--- config.mk ---
export PLATFORM = sky130hd
export DESIGN_NAME = bpmb_engine
export DESIGN_NICKNAME = d
export VERILOG_FILES = /design/src/hw/rtl/bpmb_pkg.sv /design/src/hw/rtl/bpmb_engine.sv
export SDC_FILE = /design/constraint.sdc
export NUM_CORES = 1
export LEC_CHECK = 0
export ABC_AREA = 0
export BUFFER_PORTS_ARGS = -buffer_cell sky130_fd_sc_hd__buf_4
export CAP_MARGIN = 20
export CORE_MARGIN = 4
export CORE_UTILIZATION = 55
export CTS_CLUSTER_SIZE = 20
export DETAILED_ROUTE_END_ITERATION = 10
export PLACE_DENSITY = 0.79
export RECOVER_POWER = 25
export SLEW_MARGIN = 10
export SYNTH_ARGS = -nofsm -noshare
export SYNTH_HDL_FRONTEND = slang
export SYNTH_SLANG_ARGS = --single-unit
--- constraint.sdc ---
create_clock -name clk -period 6.65 [get_ports clk]
set_input_delay 0.665 -clock clk [delete_from_list [all_inputs] [get_ports clk]]
set_output_delay 0.665 -clock clk [all_outputs]
set_load 0.02 [all_outputs]
--- src/hw/rtl/bpmb_pkg.sv ---
// Shared definitions for the bit packed message buffer.
// Sizes, operation codes, sequencer states, memory request type and bit helpers.
// No dependencies.
package bpmb_pkg;

	localparam int STORE_BYTES = 4096;
	localparam int ADDR_W      = $clog2(STORE_BYTES);
	localparam int SIZE_W      = 13;
	localparam int EXT_W       = SIZE_W + 1;
	localparam int CUR_W       = SIZE_W + 3;

	typedef enum logic [3:0] {
		K_CLEAR       = 4'd0,
		K_BEGIN_READ  = 4'd1,
		K_WRITE_BITS  = 4'd2,
		K_WRITE_BIT   = 4'd3,
		K_WRITE_BYTE  = 4'd4,
		K_WRITE_SHORT = 4'd5,
		K_WRITE_LONG  = 4'd6,
		K_READ_BITS   = 4'd7,
		K_READ_BYTE   = 4'd8,
		K_READ_SHORT  = 4'd9,
		K_READ_LONG   = 4'd10
	} kind_t;

	typedef enum logic [2:0] {
		S_IDLE,
		S_WBITS,
		S_WBITS_MOD,
		S_WBYTE,
		S_RBITS,
		S_RBITS_GET,
		S_RDATA
	} state_t;

	typedef struct packed {
		logic              en;
		logic              we;
		logic [ADDR_W-1:0] addr;
		logic [7:0]        wdata;
	} mem_req_t;

	function automatic logic [7:0] lo_mask(input logic [3:0] k);
		logic [8:0] m;
		m = (9'd1 << k) - 9'd1;
		lo_mask = m[7:0];
	endfunction

	// bits handled in one byte step: remaining count, capped by room left in the byte
	function automatic logic [3:0] take_bits(input logic [5:0] n, input logic [2:0] pos);
		logic [3:0] room;
		room = 4'd8 - {1'b0, pos};
		if (n < {2'b00, room}) begin
			take_bits = n[3:0];
		end else begin
			take_bits = room;
		end
	endfunction

endpackage

--- src/hw/rtl/bpmb_engine.sv ---
// Sequencer and state registers of the message buffer.
// Walks each item byte by byte through the byte store port; uses bpmb_pkg.
module bpmb_engine (
	input  logic                     clk,
	input  logic                     arst_n,
	input  logic [bpmb_pkg::SIZE_W-1:0] usable,
	input  logic                     start,
	output logic                     busy,
	input  logic [3:0]               kind,
	input  logic signed [31:0]       value,
	input  logic [5:0]               bit_count,
	output logic                     done,
	output logic signed [31:0]       read_value,
	output logic                     overflowed,
	output logic [bpmb_pkg::SIZE_W-1:0] write_size,
	output logic                     read_past_end,
	output bpmb_pkg::mem_req_t       mem_req,
	input  logic [7:0]               mem_rdata
);

	import bpmb_pkg::*;

	state_t state_q, state_d;
	logic done_q, done_d;
	logic ov_q, ov_d;
	logic [SIZE_W-1:0] wb_q, wb_d, rp_q, rp_d;
	logic [CUR_W-1:0] cur_q, cur_d;
	logic [31:0] val_q, val_d, acc_q, acc_d, res_q, res_d;
	logic [5:0] n_q, n_d, i_q, i_d;
	logic [2:0] bcnt_q, bcnt_d;
	logic [1:0] bidx_q, bidx_d;
	kind_t kind_q, kind_d;

	logic [2:0] pos;
	logic [3:0] k;
	logic [SIZE_W-1:0] at;
	logic [SIZE_W-1:0] raddr_next;
	logic [2:0] nb;
	logic [5:0] count_sat;
	logic [7:0] bits;
	logic [31:0] word;
	logic fit_bits, fit_one, fit_bytes, past_bytes;

	always_comb begin
		case (kind_t'(kind))
			K_WRITE_BYTE, K_READ_BYTE:   nb = 3'd1;
			K_WRITE_SHORT, K_READ_SHORT: nb = 3'd2;
			K_WRITE_LONG, K_READ_LONG:   nb = 3'd4;
			default:                     nb = 3'd0;
		endcase
	end

	assign count_sat  = (bit_count > 6'd32) ? 6'd32 : bit_count;
	assign fit_bits   = ({1'b0, wb_q} + EXT_W'(4)) <= {1'b0, usable};
	assign fit_one    = ({1'b0, wb_q} + EXT_W'(1)) <= {1'b0, usable};
	assign fit_bytes  = ({1'b0, wb_q} + EXT_W'(nb)) <= {1'b0, usable};
	assign past_bytes = ({1'b0, rp_q} + EXT_W'(nb)) > {1'b0, wb_q};

	assign pos        = cur_q[2:0];
	assign k          = take_bits(n_q, pos);
	assign at         = cur_q[CUR_W-1:3];
	assign raddr_next = rp_q + SIZE_W'(bidx_q) + SIZE_W'(1);
	assign bits       = (mem_rdata >> pos) & lo_mask(k);
	assign word       = acc_q | (32'(mem_rdata) << {bidx_q, 3'b000});

	always_comb begin
		state_d = state_q;
		done_d  = 1'b0;
		ov_d    = ov_q;
		wb_d    = wb_q;
		rp_d    = rp_q;
		cur_d   = cur_q;
		val_d   = val_q;
		acc_d   = acc_q;
		res_d   = res_q;
		n_d     = n_q;
		i_d     = i_q;
		bcnt_d  = bcnt_q;
		bidx_d  = bidx_q;
		kind_d  = kind_q;
		mem_req = '0;
		case (state_q)
			S_IDLE: begin
				if (start) begin
					kind_d = kind_t'(kind);
					val_d  = value;
					n_d    = count_sat;
					acc_d  = '0;
					i_d    = '0;
					bidx_d = '0;
					bcnt_d = nb;
					res_d  = '0;
					case (kind_t'(kind))
						K_CLEAR: begin
							wb_d   = '0;
							rp_d   = '0;
							cur_d  = '0;
							ov_d   = 1'b0;
							done_d = 1'b1;
						end
						K_BEGIN_READ: begin
							rp_d   = '0;
							cur_d  = '0;
							done_d = 1'b1;
						end
						K_WRITE_BITS: begin
							if (!fit_bits) begin
								ov_d   = 1'b1;
								done_d = 1'b1;
							end else begin
								state_d = S_WBITS;
							end
						end
						K_WRITE_BIT: begin
							n_d = 6'd1;
							if (!fit_one) begin
								ov_d   = 1'b1;
								done_d = 1'b1;
							end else begin
								state_d = S_WBITS;
							end
						end
						K_WRITE_BYTE, K_WRITE_SHORT, K_WRITE_LONG: begin
							if (!fit_bytes) begin
								ov_d   = 1'b1;
								done_d = 1'b1;
							end else begin
								state_d = S_WBYTE;
							end
						end
						K_READ_BITS: begin
							state_d = S_RBITS;
						end
						K_READ_BYTE, K_READ_SHORT, K_READ_LONG: begin
							if (past_bytes) begin
								res_d  = '1;
								done_d = 1'b1;
							end else begin
								mem_req.en   = 1'b1;
								mem_req.addr = rp_q[ADDR_W-1:0];
								state_d      = S_RDATA;
							end
						end
						default: begin
							done_d = 1'b1;
						end
					endcase
				end
			end
			S_WBITS: begin
				if (n_q == 6'd0) begin
					done_d  = 1'b1;
					state_d = S_IDLE;
				end else if (pos == 3'd0) begin
					// fresh byte at the write size, zeroed then filled
					mem_req.en    = wb_q < SIZE_W'(STORE_BYTES);
					mem_req.we    = 1'b1;
					mem_req.addr  = wb_q[ADDR_W-1:0];
					mem_req.wdata = val_q[7:0] & lo_mask(k);
					cur_d = {wb_q, 3'b000} + CUR_W'(k);
					wb_d  = wb_q + SIZE_W'(1);
					val_d = val_q >> k;
					n_d   = n_q - 6'(k);
				end else begin
					mem_req.en   = 1'b1;
					mem_req.addr = at[ADDR_W-1:0];
					state_d      = S_WBITS_MOD;
				end
			end
			S_WBITS_MOD: begin
				mem_req.en    = at < SIZE_W'(STORE_BYTES);
				mem_req.we    = 1'b1;
				mem_req.addr  = at[ADDR_W-1:0];
				mem_req.wdata = mem_rdata | ((val_q[7:0] & lo_mask(k)) << pos);
				cur_d   = cur_q + CUR_W'(k);
				val_d   = val_q >> k;
				n_d     = n_q - 6'(k);
				state_d = S_WBITS;
			end
			S_WBYTE: begin
				mem_req.en    = 1'b1;
				mem_req.we    = 1'b1;
				mem_req.addr  = wb_q[ADDR_W-1:0];
				mem_req.wdata = val_q[7:0];
				wb_d   = wb_q + SIZE_W'(1);
				val_d  = val_q >> 8;
				bcnt_d = bcnt_q - 3'd1;
				if (bcnt_q == 3'd1) begin
					done_d  = 1'b1;
					state_d = S_IDLE;
				end
			end
			S_RBITS: begin
				if (n_q == 6'd0) begin
					res_d   = acc_q;
					done_d  = 1'b1;
					state_d = S_IDLE;
				end else if ((pos == 3'd0 && rp_q >= wb_q) || (pos != 3'd0 && at >= wb_q)) begin
					// ran off the written bytes: gathered bits are dropped
					rp_d    = wb_q + SIZE_W'(1);
					res_d   = '0;
					done_d  = 1'b1;
					state_d = S_IDLE;
				end else if (pos == 3'd0) begin
					mem_req.en   = 1'b1;
					mem_req.addr = rp_q[ADDR_W-1:0];
					cur_d        = {rp_q, 3'b000};
					rp_d         = rp_q + SIZE_W'(1);
					state_d      = S_RBITS_GET;
				end else begin
					mem_req.en   = 1'b1;
					mem_req.addr = at[ADDR_W-1:0];
					state_d      = S_RBITS_GET;
				end
			end
			S_RBITS_GET: begin
				acc_d   = acc_q | (32'(bits) << i_q[4:0]);
				i_d     = i_q + 6'(k);
				cur_d   = cur_q + CUR_W'(k);
				n_d     = n_q - 6'(k);
				state_d = S_RBITS;
			end
			S_RDATA: begin
				if ((3'(bidx_q) + 3'd1) == bcnt_q) begin
					rp_d    = rp_q + SIZE_W'(bcnt_q);
					res_d   = (kind_q == K_READ_SHORT) ? {{16{word[15]}}, word[15:0]} : word;
					done_d  = 1'b1;
					state_d = S_IDLE;
				end else begin
					acc_d        = word;
					bidx_d       = bidx_q + 2'd1;
					mem_req.en   = 1'b1;
					mem_req.addr = raddr_next[ADDR_W-1:0];
				end
			end
			default: begin
				state_d = S_IDLE;
			end
		endcase
	end

	always_ff @(posedge clk or negedge arst_n) begin
		if (!arst_n) begin
			state_q <= S_IDLE;
			done_q  <= 1'b0;
			ov_q    <= 1'b0;
			wb_q    <= '0;
			rp_q    <= '0;
			cur_q   <= '0;
		end else begin
			state_q <= state_d;
			done_q  <= done_d;
			ov_q    <= ov_d;
			wb_q    <= wb_d;
			rp_q    <= rp_d;
			cur_q   <= cur_d;
		end
	end

	always_ff @(posedge clk) begin
		val_q  <= val_d;
		acc_q  <= acc_d;
		res_q  <= res_d;
		n_q    <= n_d;
		i_q    <= i_d;
		bcnt_q <= bcnt_d;
		bidx_q <= bidx_d;
		kind_q <= kind_d;
	end

	assign busy          = state_q != S_IDLE;
	assign done          = done_q;
	assign read_value    = res_q;
	assign overflowed    = ov_q;
	assign write_size    = wb_q;
	assign read_past_end = rp_q > wb_q;

endmodule
* Word-level counts from Yosys, hierarchy flattened
Index checks and enable logic that the tools add are counted.
Widths: inputs -> output; s select.
** Storage, ports and cells
- Output and inout port bits :: 71
- Flip-flop bits (word level) :: 164
- Input bits :: 66
- Word-level logic and storage cells :: 236
** Cells by class
- Reductions and logical operators :: 40
- Eq/ne operators :: 41
- $add $sub $neg :: 18
- Order comparisons :: 11
- Bitwise operators :: 5
- Mux-type cells :: 101
- Shift operators :: 6
** Operators by type and width (number)
- $mux 32 :: 12
- $pmux 32 s3 :: 2
- $mux 13 :: 10
- $pmux 32 s4 :: 1
- $mux 16 :: 7
- $mux 12 :: 8
- $pmux 13 s3 :: 2
- $pmux 12 s6 :: 1
- $or 32x32->32 :: 2
- $pmux 16 s4 :: 1
- $shl 8x5->32 :: 2
- $le 14x13->1 :: 3
- $mux 3 :: 12
- $mux 6 :: 6
- $add 16x4->16 :: 2
- $shr 32x4->32 :: 1
- $add 13x3->14 :: 2
- $add 13x1->13 const B :: 2
- $ge 13x13->1 :: 2
- $lt 13x13->1 const B :: 2
- $ne 2x2->1 const B :: 13
- $pmux 8 s3 :: 1
- $mux 22 :: 1
- $mux 1 :: 21
- 63 further kinds :: 106

* Logic depth before layout (Yosys ltp)
Gate-level depths: netlist (run 1).
- Word-level depth :: 9
- Gate-level depth with buffers :: 23
- Depth with buffers taken out :: 20

* Worst setup path before layout (run 1)
No wires, ideal clock.
- Path kind :: register to output
- Start :: register cur_q[1]
- End :: output port mem_req[7] (netlist bit)
- Cell stages (with the launch flop) :: 23
- Arrival time :: 5.298 ns
- Slack :: 0.687 ns
- Buffers on the path :: 3
- Required time :: 5.985 ns
- Cells stage by stage :: dfrtp_1 > clkbuf_1 > inv_1 > ha_1 > ha_1 > inv_1 > ha_1 > a2111o_1 > a21oi_4 > mux2_4 > buf_8 > inv_4 > clkbuf_1 > nand3_1 > ha_1 > inv_1 > a2111oi_0 > o21bai_1 > nor2_1 > a32o_1 > o21ai_0 > nor3b_1 > o31ai_1
** RTL lines
- from (decl) :: RTL line bpmb_engine.sv:27 : logic [CUR_W-1:0] cur_q, cur_d;
- from (signal assigned) :: RTL line bpmb_engine.sv:256 : cur_q <= cur_d;
- to (decl) :: RTL line bpmb_engine.sv:17 : output bpmb_pkg::mem_req_t mem_req,

==> results of run 1 <==
[synthesized netlist by cell type (all sizes together), types with 7 or more instances]
master / instances / area share
nor3: 42 / 0.014
fa: 7 / 0.0091
o21a: 9 / 0.0044
a2111oi: 7 / 0.0052
nand2: 212 / 0.051
nor3b: 7 / 0.0034
and3: 20 / 0.0081
mux2: 17 / 0.013
a31oi: 28 / 0.011
a311o: 7 / 0.0045
a22o: 9 / 0.0051
a22oi: 17 / 0.0082
nand4: 23 / 0.0093
nand3: 78 / 0.025
o2bb2ai: 11 / 0.0066
inv: 70 / 0.017
a221oi: 21 / 0.012
o211ai: 21 / 0.010
ha: 118 / 0.095
or2: 10 / 0.0040
nor2b: 24 / 0.0097
o31ai: 9 / 0.0047
xor2: 25 / 0.014
nor2: 158 / 0.038
o22ai: 26 / 0.011
mux2i: 80 / 0.052
a211oi: 20 / 0.010
clkinv: 7 / 0.0017
o221ai: 7 / 0.0040
clkbuf: 98 / 0.024
dfrtp: 47 / 0.076
xnor2: 59 / 0.033
o21ai: 150 / 0.049
a21o: 43 / 0.021
a21oi: 119 / 0.039
buf: 20 / 0.0067
a222oi: 9 / 0.0058
nand2b: 12 / 0.0049
edfxtp: 116 / 0.23
[sequential cells by signal (all words and copies together) (netlist names)]
register and flops:
acc_q 32, bcnt_q 3, bidx_q 2, cur_q 16, done 1, i_q 5, kind_q 4, n_q 6
overflowed 1, read_value 32, rp_q 13, state_q 3, val_q 32, write_size 13
[cell usage in the layout (no fill, tap or decap), types with 8 or more instances in the layout]
| cell type | Yosys | final |
|---|---|---|
| dfrtp_1 | 47 | 46 |
| xor2_1 | 25 | 25 |
| o31ai_1 | 8 | 8 |
| o211ai_1 | 21 | 21 |
| a211oi_1 | 19 | 18 |
| nand4_1 | 23 | 23 |
| a22oi_1 | 17 | 17 |
| nor2b_1 | 24 | 24 |
| and3_1 | 20 | 20 |
| buf_4 | 0 | 122 |
| a21oi_1 | 117 | 116 |
| a21o_1 | 43 | 43 |
| a222oi_1 | 9 | 9 |
| a22o_1 | 9 | 9 |
| o21ai_1 | 9 | 8 |
| inv_1 | 66 | 67 |
| clkbuf_1 | 98 | 52 |
| or2_2 | 10 | 10 |
| clkbuf_16 | 0 | 17 |
| o22ai_1 | 25 | 25 |
| a221oi_1 | 21 | 21 |
| o21ai_0 | 140 | 140 |
| xnor2_1 | 59 | 59 |
| mux2i_1 | 80 | 80 |
| nand3_1 | 78 | 78 |
| nor3_1 | 42 | 40 |
| o21a_1 | 9 | 9 |
| clkinv_8 | 0 | 8 |
| nand2b_1 | 12 | 12 |
| edfxtp_1 | 116 | 116 |
| nand2_1 | 212 | 212 |
| nor2_1 | 158 | 156 |
| a31oi_1 | 28 | 28 |
| ha_1 | 118 | 118 |
| mux2_2 | 16 | 16 |
| o2bb2ai_1 | 10 | 10 |
[what timing repair did]
action                                 in CTS  in global routing
gates resized for setup                     0                  1
setup endpoints to repair                   0                  1
buffers inserted                            0                  8
endpoints found under the hold margin       0                  0
hold buffers                                0                  0
[layer usage]
layer | share of wire | wire [um] | GRT usage | up-vias
li1 | - | - | - | 7082
met1 | 0.41 | 22000 | 0.481 | 7457
met2 | 0.44 | 23600 | 0.518 | 1060
met3 | 0.12 | 6560 | 0.0691 | 158
met4 | 0.034 | 1820 | 0.113 | 0
met5 | 0 | 0 | 0 | -
[cells by family after synthesis]
| family | after synthesis |
|---|---|
| AND/OR/NAND/NOR | 617 |
| adder cells (fa/ha/maj) | 125 |
| buffers and inverters | 195 |
| AO/OA/AOI/OAI | 571 |
| flip-flops | 163 |
| XOR/XNOR | 84 |
| multiplexers | 99 |
[path summary, 6_finish.rpt]
| path | end | slack [ns] | cells past startpoint |
|---|---|---|---|
| setup / recovery | mem_req[7] | 0.45 | 20 |
| hold / removal | val_q[27] | 0.48 | 3 |
| setup reg to reg | cur_q[14] | 1.04 | 21 |
| hold reg to reg | overflowed | 0.53 | 1 |
| max in group asynchronous | cur_q[2] | 3.51 | 1 |
| min in group asynchronous | write_size[9] | 1.18 | 1 |
[worst max-delay path: stages, from the launching register on]
cell	delay, ns
dfrtp_1	0.35
clkinv_1	0.28
ha_1	0.32
ha_1	0.40
inv_1	0.11
ha_1	0.24
a2111o_1	0.54
a21oi_4	0.28
mux2_4	0.32
inv_4	0.04
nand3_1	0.09
ha_1	0.26
inv_1	0.10
a2111oi_0	0.31
o21bai_1	0.23
nor2_1	0.14
a32o_1	0.31
o21ai_0	0.25
nor3b_1	0.23
o31ai_1	0.11
buf_4	0.18
[report_power, final]
group | leakage (nW) | internal (mW) | switching, mW
registers | 1.77 | 1.66 | 0.541
clock network | 0.301 | 0.517 | 0.544
logic | 5.07 | 2.57 | 4.48
total | 7.14 | 4.74 | 5.56
[final cells by class]
cell class / instances / area (um2)
Sequential cell: 163 / 4660
Timing Repair Buffer: 175 / 1120
Clock buffer: 17 / 425
Antenna cell: 1 / 2.50
Tap cell: 378 / 473
Fill cell: 2515 / 10500
Inverter: 77 / 292
Clock inverter: 15 / 204
Multi-Input combinational cell: 1496 / 10100
==> metrics.md, run 1 <==
| Metric | Value |
|---|---|
| RePlAce Congestion | slightly above 1 |
| Residual DRC count | 0 |
| Final Cycle Share | 0.933 |
| CTS Sinks | 163 |
| Worst min path class | primary input to register |
| Total power of the final layout | 10.3 mW |
| Ys Warns | 0 |
| Die Width | 176 um |
| Adder-cell share of the synthesized area | 0.104 |
| Final Setup Violations | 0 |
| Worst r2r src | cur_q[0] |
| CP Capture Type | primary output |
| Initial Util | 0.557 |
| Util after Layout | 0.622 |
| IO Pins | 137 |
| Post-synthesis sequential area ratio | 0.301 |
| FP Rows | 61 |
| Die H | 176 um |
| Die Footprint | 30900 um2 |
| Worst path required time | around 6.0 ns |
| Placed cell area | 16800 um2 |
| Htree depth | 4 |
| Final Worst Setup Slack | around 0.45 ns |
| CTS Buf Count | 17 |
| Mapped Cells | 1854 |
| Fin. max-slew vios | 48 |
| Complex-gate fraction of the synthesized area | 0.247 |
| Post-Place Cells | 2280 |
| Post-synthesis cell type count | 92 |
| Crit start category | register |
| # nets final | 2121 |
| Post-route cell area | 17300 um2 |
| Worst EP arrival | ~5.5 ns |
| Leakage power | 7.14 nW |
| First-pass detailed-route iteration total | 6 |
| Failing checks | capacitance limit, slew limit |
| Hold_ws | 0.478 ns |
| Area Overhead vs Synth | 11.6% |
| Final wirelength | 53900 um |
| EDFF count, synth | 116 |
| WL/cell | between 20 and 25 um |
| Critical Path Start | cur_q[0] |
| Core area | 27800 um2 |
| Syn nets | 2045 |
| Largest net degree at the start of global routing | 48 |
| Ys async rst share | 0.288 |
| Slew HR | -1.01 |
| Root buf cell | clkbuf_16 |
| Latest clock arrival within the worst-skew pair | 0.46 ns |
| Max Clock Freq | about 160 MHz |
| Endpoints failing hold | 0 |
| Gr usage total | 0.339 |
| Layout cells sized above 1 | 0.107 |
| Clock Skews | 0.0176 ns |
| Number of synthesized register bits | between 150 and 200 |
| Post-route setup TNS | 0 ns |
| XOR/XNOR Fraction of Synth Area | 0.0475 |
| Number of global-route vias before repair | 15000 |
| Period minus WS final | around 6.2 ns |
| Crit path kind | register to primary output |
| Mean Syn Cell Area | 8.35 um2 |
| Dpl hpwl | 40400 um |
| Post-Synth Simple-Gate Area | 0.183 |
| Worst-path clk slew | about 0.08 ns |
| Max rail drop VDD | 352 uV |
| Status | finished with violations |
| Max Root-Sink Buffers | 2 |
| Post-synthesis cell area | about 15000 um2 |
| Non-Filler Instances | 2322 |
| RSZ-0062 raised after global routing | false |
| Worst Tran Pin Value | about 3.0 ns |
| Global-route wire length before repair | between 80000 and 90000 um |
| Origin of the worst min-delay path | value[27] |
| Multiplexer share of the synthesized area | 0.0673 |
| CTS tree | yes |
| Primary FF master, synth | edfxtp_1 |
| Initial antenna violation count | 0 |
| DP Worst Slack | 0.828 ns |
| Detailed Route Iter0 Violations | between 2000 and 2500 |
| Total congestion overflow | 0 |
| Pwr Density | 596 nW/um2 |
| IO Port Bufs | between 100 and 150 |
| CP max FO | 10 |
| DR vias | roughly 16000 |
| Largest family of logic cells by synthesized area | compound AO/OA/AOI/OAI gates |
| Max-cap violations | 1 |
| Drt via density | 6.79 |
| Final ANT Viol Nets | 0 |
(Power assumes the default switching activity.)
==> run 2: changes to the inputs <==
==> constraint.sdc (replaced) <==
create_clock -name clk -period 6.4 [get_ports clk]
set_input_delay 0.64 -clock clk [delete_from_list [all_inputs] [get_ports clk]]
set_output_delay 0.64 -clock clk [all_outputs]
set_load 0.02 [all_outputs]
==> run 2 against run 1 <==
The run still ends with capacitance limit, slew limit left. Wire length fell by 1.2%. Sequential power increased by 3%. Hold slack got worse by 0.046 ns. Setup slack lost 0.15 ns. Clock-buffer cell count unchanged. Core utilization up 0.054 points. Critical path depth increased by 1. Non-clock buffer count decreased by 2. Global-route usage down 0.26 points. Die area unchanged. Cell count decreased by 0.13%. Cell area about the same. Largest cell class unchanged. Highest routed layer is now met5.
==> metrics.md, run 2 (synthesis results as in run 1) <==
| Metric | Value |
|---|---|
| WL/cell | 23.0 um (-1.1%) |
| Worst r2r src | cur_q[1] |
| Total congestion overflow | 0 (unchanged) |
| Max Clock Freq | 164 MHz |
| Fillers | 2542 (+1.1%) |
| Largest net degree at the start of global routing | 48 (unchanged) |
| Residual DRC count | 0 (unchanged) |
| Origin of the worst min-delay path | kind[2] |
| Gr usage total | 0.336 (-0.00264) |
| Final Cycle Share | 0.954 |
| Worst EP arrival | 5.47 ns (-0.07 ns) |
| Die Width | 176 um (unchanged) |
| Diodes inserted | 0 (-1) |
| Total power of the final layout | 10.7 mW (+3.7%) |
| Global-route wire length before repair | 83100 um (-0.52%) |
| CTS tree | yes |
| Pwr Density | 618 nW/um2 (+3.7%) |
| Clk network pwr share | 0.103 (about the same) |
| Leakage power | 7.14 nW (about the same) |
| Latest clock arrival within the worst-skew pair | 0.46 ns (about the same) |
| Non-Filler Instances | 2319 (-0.13%) |
| Period minus WS final | 6.11 ns |
| IO Pins | 137 (unchanged) |
| # nets final | 2119 (-0.094%) |
| Initial antenna violation count | 2 (+2) |
| Root buf cell | clkbuf_16 |
| Crit path kind | register to primary output |
| Core area | 27800 um2 (unchanged) |
| Number of global-route vias before repair | 15000 (+0.26%) |
| RSZ-0062 raised after global routing | false |
| CP Capture Type | primary output |
| Worst min path class | primary input to register |
| Sw Pwr | 5.76 mW (+3.6%) |
| Multi-input logic area | 10100 um2 (+0.20%) |
| Worst Tran Pin Value | 2.93 ns (-0.0806 ns) |
| Die H | 176 um (unchanged) |
| CP max FO | 18 (+8) |
| Final Setup Violations | 0 (unchanged) |
| IO Port Bufs | 136 (unchanged) |
| CTS Buf Count | 17 (unchanged) |
| CTS Sinks | 163 (unchanged) |
| Initial Util | 0.557 (unchanged) |
| First-pass detailed-route iteration total | 8 (+2) |
| Dpl hpwl | 39700 um (-1.7%) |
| Fin. max-slew vios | 48 (unchanged) |
| DR vias | 15800 (+0.39%) |
| Die Footprint | 30900 um2 (unchanged) |
| Switching share of total power | 0.539 (-0.000900) |
| Worst-path clk slew | 0.08 ns (about the same) |
| Slew HR | -0.953 (+0.0537) |
| Status | finished with violations |
| RePlAce Congestion | 1.02 (+0.80%) |
| Final ANT Viol Nets | 0 (unchanged) |
| Hold-fix buffers, CTS | 0 (unchanged) |
| Commonest non-fill, non-tap cell in the layout | nand2_1 |
| FP Rows | 61 (unchanged) |
| Final wirelength | 53300 um (-1.2%) |
| Clock Skews | 0.0150 ns (-0.00256 ns) |
| Post-Place Cells | 2278 (-0.088%) |
| Drt via density | 6.82 (+0.52%) |
| Max rail drop VDD | 329 uV (-6.5%) |
| Commonest cells after routing, fill and taps aside | 212 x nand2_1, 156 x nor2_1, 140 x o21ai_0 |
| Area Overhead vs Synth | 11.7% (about the same) |
| Worst path required time | 5.76 ns (-0.22 ns) |
| Crit start category | register |
| Htree depth | 4 (unchanged) |
| Register Area | 4660 um2 (about the same) |
| Detailed Route Iter0 Violations | 1979 (-1.7%) |
| Internal power | 4.93 mW (+3.9%) |
| Max-cap violations | 1 (unchanged) |
| Post-route setup TNS | 0 ns (unchanged) |
| Max Root-Sink Buffers | 2 (unchanged) |
| Critical Path Start | cur_q[1] |
| Seq pwr share | 0.213 (about the same) |
| Endpoints failing hold | 0 (unchanged) |
| Comb pwr share | 0.685 (about the same) |
| Failing checks | capacitance limit, slew limit |
| Final Worst Setup Slack | 0.293 ns (-0.153 ns) |
| DP Worst Slack | 0.641 ns (-0.187 ns) |
| Layout cells sized above 1 | 0.110 (+0.00320) |
[run 2: cell count changes in the layout (fill, tap and decap cells not counted), sizes merged]
| cell | delta |
|---|---|
| clkbuf | -2 |
| clkinv | -1 |
| clkinvlp | +1 |
| diode | -1 |
[run 2: critical path, cell delays in order, from the launching register on]
cell and delay [ns]:
dfrtp_1 0.41, buf_4 0.21, or2_2 0.32, nor2_1 0.10
buf_4 0.18, inv_1 0.08, ha_1 0.35, a2111oi_4 0.49
o21ai_1 0.15, buf_4 0.22, a21o_1 0.20, nand3_1 0.12
ha_1 0.25, inv_1 0.10, a2111oi_1 0.33, o21bai_1 0.25
nor2_1 0.16, a32o_1 0.32, o21ai_0 0.24, nor3b_1 0.24
o31ai_1 0.10, buf_4 0.18
[run 2: final timing paths]
path	cells after the start	slack, ns	to
min reg2reg	1	0.52	overflowed
min	1	0.43	kind_q[2]
min in group asynchronous	1	1.13	write_size[11]
max reg2reg	22	0.92	cur_q[14]
max in group asynchronous	1	3.61	cur_q[5]
max	21	0.29	mem_req[7]
[run 2: layout make-up]
type / count / area share
inverters: 77 / 0.0171
well taps: 378 / 0.0274
multi-input cells: 1496 / 0.585
repair buffers: 173 / 0.0643
clock inverters: 15 / 0.0118
clock buffers: 17 / 0.0246
flip-flops and latches: 163 / 0.270
[run 2: repair_timing]
action,CTS,global route
setup endpoints to repair,0,6
buffers inserted,0,9
resized for setup,0,7
[run 2: per-layer routing]
metal / up-vias / global-route usage / part of all wire
met4: 4 / 0.124 / 0.032
met2: 1063 / 0.516 / 0.44
met3: 167 / 0.0760 / 0.12
met1: 7500 / 0.467 / 0.41
li1: 7085 / - / -
met5: - / 0 / 0.00049
[run 2: stage by stage]
step                area (um2)  hold WS [ns]  utilization
floorplan                15500         0.344            -
global placement         16700         0.512        0.603
detailed placement       16800         0.513        0.603
CTS                      17400         0.252        0.626
global route             17300         0.443        0.622
finish                   17300         0.432        0.622
[run 2: power groups by stage]
| stage | registers [mW] | clock network, mW | logic (mW) |
|---|---|---|---|
| final | 2.27 | 1.10 | 7.32 |
| after global routing | 2.31 | 1.14 | 7.95 |
| after CTS | 2.24 | 1.09 | 7.13 |
| after detailed placement | 2.27 | 0 | 7.08 |
| after global placement | 2.26 | 0 | 6.96 |
| after floorplan | 2.09 | 0 | 5.12 |
